`src/rtl/core/vmt_pkg.sv`:
```
// shared types, constants and reset values for the vertex matrix transform unit
package vmt_pkg;

  // default word format, signed fixed point
  localparam int COORD_WIDTH_DEF = 32;
  localparam int FRAC_BITS_DEF   = 16;

  // stream field slots and matrix geometry
  localparam int FIELD_W    = 32;
  localparam int NUM_COMP   = 4;
  localparam int NUM_ROWS   = 4;
  localparam int CFG_DATA_W = 64;
  localparam int CFG_IDX_W  = 8;
  localparam int NUM_REGS   = 2 * NUM_ROWS;

  // low bit of a register index selects the half of a matrix row
  localparam logic HALF_COLS01 = 1'b0;
  localparam logic HALF_COLS23 = 1'b1;

  // identity entry 1.0 placed in the low or high entry of a register
  localparam logic [CFG_DATA_W-1:0] ONE_LO = 64'h0000_0000_0001_0000;
  localparam logic [CFG_DATA_W-1:0] ONE_HI = 64'h0001_0000_0000_0000;

  // write strobes and data for one matrix row
  typedef struct packed {
    logic                  we01;
    logic                  we23;
    logic [CFG_DATA_W-1:0] data;
  } vmt_cfg_wr_t;

  // reset contents of a row register: identity matrix
  function automatic logic [CFG_DATA_W-1:0] reset_cols01(input int row);
    logic [CFG_DATA_W-1:0] val;
    val = '0;
    if (row == 0) val = ONE_LO;
    if (row == 1) val = ONE_HI;
    return val;
  endfunction

  function automatic logic [CFG_DATA_W-1:0] reset_cols23(input int row);
    logic [CFG_DATA_W-1:0] val;
    val = '0;
    if (row == 2) val = ONE_LO;
    if (row == 3) val = ONE_HI;
    return val;
  endfunction

endpackage

```
`src/rtl/core/vmt_out.sv`:
```
// output cell: floor shift, saturation and the result register
module vmt_out #(
  parameter int COORD_WIDTH = vmt_pkg::COORD_WIDTH_DEF,
  parameter int FRAC_BITS   = vmt_pkg::FRAC_BITS_DEF,
  parameter int ACC_WIDTH   = 2 * vmt_pkg::COORD_WIDTH_DEF + 2
) (
  input  logic                                           clk,
  input  logic                                           rst,
  input  logic                                           in_valid,
  output logic                                           in_ready,
  input  logic [vmt_pkg::NUM_COMP-1:0][ACC_WIDTH-1:0]    in_acc,
  output logic                                           out_valid,
  input  logic                                           out_ready,
  output logic [vmt_pkg::NUM_COMP-1:0][vmt_pkg::FIELD_W-1:0] out_comp,
  output logic                                           out_sat
);
  import vmt_pkg::*;

  // the kept word's sign bit and all bits above it, which must all be equal
  localparam int TOP_LO = FRAC_BITS + COORD_WIDTH - 1;

  localparam logic [COORD_WIDTH-1:0] MAX_VAL = {1'b0, {(COORD_WIDTH-1){1'b1}}};
  localparam logic [COORD_WIDTH-1:0] MIN_VAL = {1'b1, {(COORD_WIDTH-1){1'b0}}};

  logic [NUM_COMP-1:0][COORD_WIDTH-1:0] clamped;
  logic [NUM_COMP-1:0]                  ovf;
  logic [ACC_WIDTH-TOP_LO-1:0]          top_bits [NUM_COMP];

  // shift right by the fraction bits is a bit-select, floor for two's complement
  always_comb begin
    for (int j = 0; j < NUM_COMP; j++) begin
      top_bits[j] = in_acc[j][ACC_WIDTH-1:TOP_LO];
      ovf[j]      = !((&top_bits[j]) || !(|top_bits[j]));
      if (ovf[j]) begin
        clamped[j] = in_acc[j][ACC_WIDTH-1] ? MIN_VAL : MAX_VAL;
      end else begin
        clamped[j] = in_acc[j][TOP_LO:FRAC_BITS];
      end
    end
  end

  assign in_ready = !out_valid || out_ready;

  always_ff @(posedge clk) begin
    if (rst) begin
      out_valid <= 1'b0;
    end else if (in_ready) begin
      out_valid <= in_valid;
    end
  end

  // result register, components sign-extended into their 32-bit slots
  always_ff @(posedge clk) begin
    if (in_valid && in_ready) begin
      for (int j = 0; j < NUM_COMP; j++) begin
        out_comp[j] <= FIELD_W'(signed'(clamped[j]));
      end
      out_sat <= |ovf;
    end
  end

endmodule

```
`config.mk`:
```
export PLATFORM = sky130hd
export DESIGN_NAME = vmt_out
export DESIGN_NICKNAME = d
export VERILOG_FILES = /design/src/rtl/core/vmt_pkg.sv /design/src/rtl/core/vmt_out.sv
export SDC_FILE = /design/constraint.sdc
export NUM_CORES = 1
export LEC_CHECK = 0
export BUFFER_PORTS_ARGS = -buffer_cell sky130_fd_sc_hd__buf_2
export CAP_MARGIN = 20
export CORE_AREA = 10 10 145 147
export CTS_CLUSTER_SIZE = 20
export DETAILED_ROUTE_END_ITERATION = 10
export DIE_AREA = 0 0 155 157
export PLACE_DENSITY = 0.71
export SLEW_MARGIN = 20
export SYNTH_ARGS = -nofsm -noshare
export SYNTH_HDL_FRONTEND = slang
export SYNTH_SLANG_ARGS = --single-unit
```
`constraint.sdc`:
```
create_clock -name clk -period 12.15 [get_ports clk]
set_input_delay 1.215 -clock clk [delete_from_list [all_inputs] [get_ports clk]]
set_output_delay 1.215 -clock clk [all_outputs]
set_load 0.01 [all_outputs]
```
# Word-level counts from Yosys, hierarchy flattened
# Index checks and enable logic that the tools add are counted.
dict set report classes {
  n_mux 8
  reduce_logical 24
}
# cell n
set ops {}
lappend ops {{$mux W32} 8}
lappend ops {{$reduce_and A19 Y1} 4}
lappend ops {{$reduce_or A19 Y1} 4}
lappend ops {{$logic_not A1 Y1} 9}
lappend ops {{$logic_or A1 B1 Y1} 5}
lappend ops {{$reduce_or A4 Y1} 1}
lappend ops {{$logic_and A1 B1 Y1} 1}
dict set report word_totals {
  inputBits 268
  regBits 130
  out_inout_bits 131
}

# Logic depth before layout (Yosys ltp)
# Gate-level depths: netlist of run 1.
dict set report depth {
  depth_word 5
  depth_mapped 6
  mapped_depth_nobuf 5
}

# Worst setup path after synthesis of run 1
# OpenSTA, ideal clock, no wires.
dict set report synth_path {
  path_type {input to register}
  start {input out_ready}
  end {register out_comp[0] (netlist name), enable pin}
  setup_slack_ns 7.249
  t_arrival_ns 4.397
  setup_time_ns 0.504
  t_required_ns 11.646
  n_path_buf 0
  path_stages 2
  cell_sequence {nand2b_1 -> and2_1}
}
dict set report synth_between {
  elab_chain_cells 2
}
# element line_no
set synth_rtl {}
lappend synth_rtl {{from (decl)} vmt_out.sv:13} ;# input logic out_ready,
lappend synth_rtl {{$logic_or A1 B1 Y1} vmt_out.sv:42} ;# assign in_ready = !out_valid || out_ready;
lappend synth_rtl {{$logic_and A1 B1 Y1} vmt_out.sv:54} ;# if (in_valid && in_ready) begin
lappend synth_rtl {{to (signal, indexed assignment)} vmt_out.sv:56} ;# out_comp[j] <= FIELD_W'(signed'(clamped[j]));
lappend synth_rtl {{to (decl)} vmt_out.sv:14} ;# output logic [vmt_pkg::NUM_COMP-1:0][vmt_pkg::FIELD_W-1:0] out_comp,
# No other way between the ends.
# A chain may end at the register's enable or synchronous reset.

# Worst setup path after layout of run 1
dict set report layout_path {
  start {input out_ready}
  end {register out_comp[4] (netlist name), enable pin}
}
# The elaborated chain is that of the path after synthesis.

==> results of run 1 <==
-- final cells by class --
class,count,share of cell area [%]
clock buffers,17,5.29
clock inverters,15,2.35
inverters,1,0.0466
multi-input cells,188,19.1
flip-flops and latches,130,48.4
well taps,234,3.64
repair buffers,339,21.2
-- tightest hold or removal path: cells and delay by family, from the launching register on --
family,cells,cell delay (ps)
AO/OA/AOI/OAI,1,80
flip-flops,1,300
AND/OR/NAND/NOR,1,100
-- registers in the layout (all words and copies together) (netlist names) --
signal,cells
out_comp,128
out_sat,1
out_valid,1
-- power groups by stage --
stage          clock network, W  registers [W]  logic (W)
3_3_place_gp                  0       0.000539   0.000121
4_1_cts                0.000553       0.000531   0.000123
2_1_floorplan                 0       0.000558  0.0000375
5_1_grt                0.000576       0.000533   0.000132
3_5_place_dp                  0       0.000540   0.000123
6_report               0.000536       0.000531   0.000121
-- worst paths after layout --
path	startpoint	endpoint	slack, ps
setup reg to reg	out_valid	out_comp[4]	9760
hold / removal	out_valid	out_valid	530
setup / recovery	out_ready	out_comp[4]	9160
hold reg to reg	out_valid	out_valid	530
-- layer usage --
layer | track usage [%] | routed length (um) | up-vias | share of wire (%)
li1 | - | - | 2061 | -
met1 | 14.5 | 6340 | 2082 | 37
met2 | 22.0 | 8450 | 228 | 49
met3 | 7.78 | 2190 | 20 | 13
met4 | 4.27 | 227 | 2 | 1.3
met5 | 0 | 12 | - | 0.070
-- cell usage in the layout, fill, tap and decap left out --
| master | n |
|---|---|
| clkinvlp_4 | 1 |
| clkinv_4 | 2 |
| nor4_2 | 4 |
| bufinv_16 | 4 |
| a311oi_4 | 4 |
| and2_4 | 1 |
| a21oi_1 | 1 |
| nand4_1 | 21 |
| dfxtp_1 | 1 |
| a21o_2 | 85 |
| buf_2 | 334 |
| inv_6 | 2 |
| nor2_1 | 8 |
| and3_1 | 4 |
| a21o_1 | 39 |
| inv_1 | 1 |
| buf_4 | 5 |
| edfxtp_1 | 129 |
| clkbuf_16 | 17 |
| clkinv_1 | 3 |
| nand2b_1 | 1 |
| clkinv_2 | 3 |
| a31o_2 | 4 |
| nor4_1 | 16 |
-- kinds of logic (layout without fill, tap and decap cells) --
logic type | count (synthesis) | count (layout)
AOI/OAI and AO/OA | 133 | 133
buffers and inverters | 29 | 372
DFF | 130 | 130
and+or+nand+nor | 55 | 55
-- through the flow --
stage | hold WS (ps) | worst slack (ps)
after floorplan | 593 | 7250
after global placement | 504 | 8740
after detailed placement | 525 | 8700
after CTS | 535 | 9140
after global routing | 588 | 9000
final | 530 | 9160
==> summary.txt, run 1 <==
Timing
  • Unrepaired setup endpoints after global routing: false
  • Finish-stage setup viols: 0
  • Max_slew headroom: 38.4%
  • Clock Skews: 5.68 ps
  • Hold Fails Final Rpt: 0
  • Min Tclk post-route: 2990 ps
  • Final Max Tran Viols: 0
  • TNS Setup: 0 ps
  • Final period util: 24.6%
  • Worst-margin pin slew: 924 ps
  • Fmax: 334 MHz

Worst setup path
  • Setup crit start kind: input port
  • CP Cell Sequence: buf_2 > nand2b_1 > and2_4 > buf_4
  • Cell family with most CP delay: buffers and inverters
  • Crit path required time: 12180 ps
  • Crit path depth: 4
  • Worst path bufs/invs: 2
  • Critical Path Max Stage Delay: 840 ps
  • R2r worst-path depth: 3
  • Setup CP Type: input port to flip-flop
  • Crit-path slowest cell: buf_4
  • CP Max Fanout: 70
  • Worst path arrival time: 3020 ps
  • Critical Path Sink Type: flip-flop

Finish
  • Ratio of cells with drive above 1 in the final layout: 67.5%
  • Fin util: 43.9%
  • # diodes: 0
  • Filler Cell Count: 1728
  • FF+latch area: 0.00389 mm^2
  • Area of the multi-input gates: 0.00153 mm^2
  • Finished Cell Area: 0.00805 mm^2
  • Finished Layout Cells: 924
  • Layout area overhead: 42.4%
  • Final net count: 945

Routing
  • Via Count: 4393
  • Drt via density: 4.75
  • Starting DRT DRC Count: 165
  • Drt first pass iters: 6
  • Post-DR wirelength/cell: 18.6 um
  • Drt drc: 0
  • Routed WL: 17200 um
  • DRT antenna net count: 0

Status
  • Status: complete, no violations

Global route
  • First-pass GRT wire length: 25800 um
  • Largest net degree at the start of global routing: 71
  • GRT overflow: 0
  • Antenna violations before repair: 1
  • GRT Resource Usage Total: 13.5%
  • Vias in the first global route: 4650

Yosys
  • Xor-xnor portion of the synthesized cell area: 0%
  • Largest cells by area after synthesis: edfxtp_1 (69%), a21o_2 (13%), a21o_1 (5.2%)
  • Yosys top cell by area: edfxtp_1
  • Asr flop ratio synth: 0%
  • Synth top area share: 68.5%
  • Syn nets: 615
  • Yosys warning count: 0
  • Synthesized flop and latch total: 130
  • Synth Area in Adders: 0%
  • Register area share after synthesis: 68.9%
  • Synth cell types: 21
  • Netlist Area Pre-Place: 0.00565 mm^2
  • Synth cell count leaders: edfxtp_1 (129), a21o_2 (85), a21o_1 (39), nand4_1 (21), buf_6 (18)
  • Count leader, synth: edfxtp_1
  • Post-synth EDFFs: 129
  • Simple-Gate Fraction of Synth Area: 6.18%
  • Mux cell area share after synthesis: 0%
  • Post-synthesis compound-gate area fraction: 20.0%
  • Gate Count Post-Synth: 347
  • Largest family of logic cells by synthesized area: compound AO/OA/AOI/OAI gates
  • Main synth FF type: edfxtp_1
  • Syn_area_per_cell: 16.3 um^2

Pwr
  • Combinational Power Share: 10.2%
  • Clock group share of total power: 45.1%
  • Total power: 0.00119 W
  • Int Power: 0.000924 W
  • Pwr Density: 148 mW/mm^2
  • Sw power: 0.000264 W
  • Static Leak: 3.77 nW
  • Flop pwr share: 44.7%
  • VDD IR max: 89.7 uV
  • Switching part of the total: 22.2%

Clocking
  • Hold buffers post-CTS: 0
  • Clk pin slew, worst setup/hold paths: 60 ps
  • CTS Buf Count: 17
  • CTS tree: yes
  • Post CTS Setup Buffer Count: 0
  • # resized after CTS: 0
  • Bufs on Longest Clock Path: 2
  • Htree depth: 4
  • Clock sink count: 130
  • Skew-Pair Late Insertion Delay: 410 ps
  • Root Driver: clkbuf_16

Floorplan
  • Initial Util: 30.8%
  • Placeable Area: 0.0183 mm^2
  • I/O pin cnt: 399
  • Site Rows: 50
  • Die footprint: 0.0243 mm^2
  • Die Width: 155 um
  • Die boundary height: 157 um

Placed design
  • Placed Instances: 892
  • HPWL after detailed placement: 13100 um
  • Placed inst area: 0.00743 mm^2
  • IO Port Bufs: 334
  • Global placement routability congestion: 0.800

Job
  • Max-Cap Viols: 0

Min path
  • Hold-critical path depth: 2
  • Worst Hold Class: flip-flop to flip-flop
No activity file was read; power rests on OpenSTA's default activity.
==> run 2, diff against run 1 <==
--- a/config.mk
+++ b/config.mk
@@ -5,13 +5,14 @@
 export SDC_FILE = /design/constraint.sdc
 export NUM_CORES = 1
 export LEC_CHECK = 0
+export ABC_AREA = 1
 export BUFFER_PORTS_ARGS = -buffer_cell sky130_fd_sc_hd__buf_2
 export CAP_MARGIN = 20
-export CORE_AREA = 10 10 145 147
+export CORE_AREA = 10 10 147 149
 export CTS_CLUSTER_SIZE = 20
 export DETAILED_ROUTE_END_ITERATION = 10
-export DIE_AREA = 0 0 155 157
-export PLACE_DENSITY = 0.71
+export DIE_AREA = 0 0 157 159
+export PLACE_DENSITY = 0.7
 export SLEW_MARGIN = 20
 export SYNTH_ARGS = -nofsm -noshare
 export SYNTH_HDL_FRONTEND = slang
==> constraint.sdc (replaced) <==
create_clock -name clk -period 3.05 [get_ports clk]
set_input_delay 0.305 -clock clk [delete_from_list [all_inputs] [get_ports clk]]
set_output_delay 0.305 -clock clk [all_outputs]
set_load 0.01 [all_outputs]
==> summary.txt, run 2 <==
Status
  • Status: complete, no violations

Placed design
  • Global placement routability congestion: 0.838
  • IO Port Bufs: 334
  • Placed Instances: 1089
  • Post-place setup slack: 1060 ps
  • HPWL after detailed placement: 14000 um
  • Placed inst area: 0.00748 mm^2

Clocking
  • Clk pin slew, worst setup/hold paths: 60 ps
  • Bufs on Longest Clock Path: 2
  • CTS Buf Count: 17
  • Skew-Pair Late Insertion Delay: 410 ps
  • Post CTS Setup Buffer Count: 0
  • Hold buffers post-CTS: 0
  • Clock sink count: 130
  • Htree depth: 4
  • Root Driver: clkbuf_16
  • CTS tree: yes
  • # resized after CTS: 0

Routing
  • Top Layer Used: met5
  • Drt drc: 0
  • Met2 wire length: 9410 um
  • DRT met1 WL: 7010 um
  • Post-DR wirelength/cell: 16.5 um
  • Drt first pass iters: 4
  • Starting DRT DRC Count: 314
  • DRT antenna net count: 0
  • Via Count: 4883
  • Drt via density: 4.35
  • Routed WL: 18500 um
  • Met3 wire length: 1690 um

Worst setup path
  • Crit path required time: 3090 ps
  • Critical Path Sink Type: flip-flop
  • Setup CP Type: flip-flop to flip-flop
  • Setup crit start kind: flip-flop
  • Worst path arrival time: 1600 ps
  • CP Max Fanout: 129

Yosys
  • Synth cell types: 18
  • Syn_area_per_cell: 10.5 um^2
  • Asr flop ratio synth: 0%
  • Netlist Area Pre-Place: 0.00576 mm^2
  • Count leader, synth: nand2_1
  • Yosys top cell by area: edfxtp_1
  • Register area share after synthesis: 67.5%
  • Syn nets: 816
  • Post-synth EDFFs: 129
  • Largest cells by area after synthesis: edfxtp_1 (67%), nand2_1 (19%), buf_6 (4.1%)
  • Main synth FF type: edfxtp_1
  • Yosys warning count: 0
  • Gate Count Post-Synth: 548
  • Synth top area share: 67.2%
  • Synth cell count leaders: nand2_1 (292), edfxtp_1 (129), nor2_1 (54), buf_6 (21)
  • Synthesized flop and latch total: 130

Global route
  • GRT Resource Usage Total: 14.3%
  • Largest net degree at the start of global routing: 130
  • Antenna violations before repair: 2
  • Vias in the first global route: 4929
  • GRT overflow: 0
  • First-pass GRT wire length: 27700 um

Timing
  • Fmax: 637 MHz
  • Max_slew headroom: 46.9%
  • Final Max Tran Viols: 0
  • Unrepaired setup endpoints after global routing: false
  • Hold Fails Final Rpt: 0
  • Worst-margin pin slew: 797 ps
  • Final period util: 51.4%
  • Fin worst setup slack: 1480 ps
  • Min Tclk post-route: 1570 ps
  • Finish-stage setup viols: 0
  • Clock Skews: 5.83 ps
  • TNS Setup: 0 ps

Finish
  • Top Registers: out_comp (128), out_sat (1), out_valid (1)
  • Finished Cell Area: 0.00812 mm^2
  • Commonest non-fill, non-tap cell in the layout: buf_2
  • Ratio of cells with drive above 1 in the final layout: 42.6%
  • Most frequent cells in the layout: buf_2 (334), nand2_1 (292), edfxtp_1 (129)
  • Final net count: 1142
  • Max FFs per register: 128
  • Biggest register: out_comp
  • Finished Layout Cells: 1122
  • Layout area overhead: 40.9%
  • Fin util: 43.7%

Floorplan
  • Initial Util: 31.0%
  • Placeable Area: 0.0186 mm^2
  • Die footprint: 0.0250 mm^2
  • Site Rows: 50
  • Die Width: 157 um
  • Die boundary height: 159 um
  • I/O pin cnt: 399

Min path
  • Worst Hold Class: input port to flip-flop

Job
  • Max-Cap Viols: 0

Pwr
  • Static Leak: 3.69 nW
  • Pwr Density: 591 mW/mm^2
  • VDD IR max: 356 uV
run 2: cell types whose count changed after synthesis, moves of 8 or more:
cell / change
nand2_1: +292
a21o_1: -39
nor4_1: -16
nor2_1: +46
nand4_1: -13
a21o_2: -85
or2_1: +8
run 2: cells by family (layout without fill, tap and decap cells):
| family | Yosys count | after routing | synth area share (%) |
|---|---|---|---|
| flip-flops | 130 | 130 | 67.5 |
| other | 0 | 1 | 0 |
| AO/OA/AOI/OAI | 2 | 2 | 0.174 |
| AND/OR/NAND/NOR | 380 | 380 | 26.9 |
| buffers and inverters | 36 | 375 | 5.38 |
run 2: path summary, 6_finish.rpt:
kind              slack, ps  cells after the start           to  startpoint
setup / recovery       1480                      2  out_comp[7]   out_valid
setup reg to reg       1480                      2  out_comp[7]   out_valid
hold reg to reg         530                      2    out_valid   out_valid
hold / removal           40                      2    out_valid         rst
run 2: layout make-up:
type / instances / area (um^2)
antenna: 1 / 2.50
clock buffer: 18 / 429
clock inverter: 14 / 210
fill: 1777 / 10500
inverter: 8 / 30.0
multi-input combinational: 382 / 1570
sequential: 130 / 3890
tap: 234 / 293
timing repair buffer: 335 / 1690
run 2: layer usage:
metal / vias to the layer above / track usage, %
met5: - / 0
met1: 2196 / 15.3
li1: 2443 / -
met2: 219 / 24.6
met3: 23 / 5.29
met4: 2 / 6.35
run 2: power by group:
| part | switching, W | total [W] | internal [W] |
|---|---|---|---|
| Combinational | 0.000259 | 0.000452 | 0.000193 |
| Clock | 0.000783 | 0.00223 | 0.00145 |
| Sequential | 0.0000242 | 0.00211 | 0.00209 |
run 2: per-stage QoR:
stage	hold WS (ps)	power (W)
floorplan	374	0.00234
global placement	463	0.00260
detailed placement	468	0.00261
CTS	21.5	0.00486
global route	28.7	0.00499
finish	44.5	0.00480
run 2: worst max-delay path, cell delays in order (launching register included):
cell and delay [ps]:
dfxtp_1 340, a21oi_4 180, buf_12 460
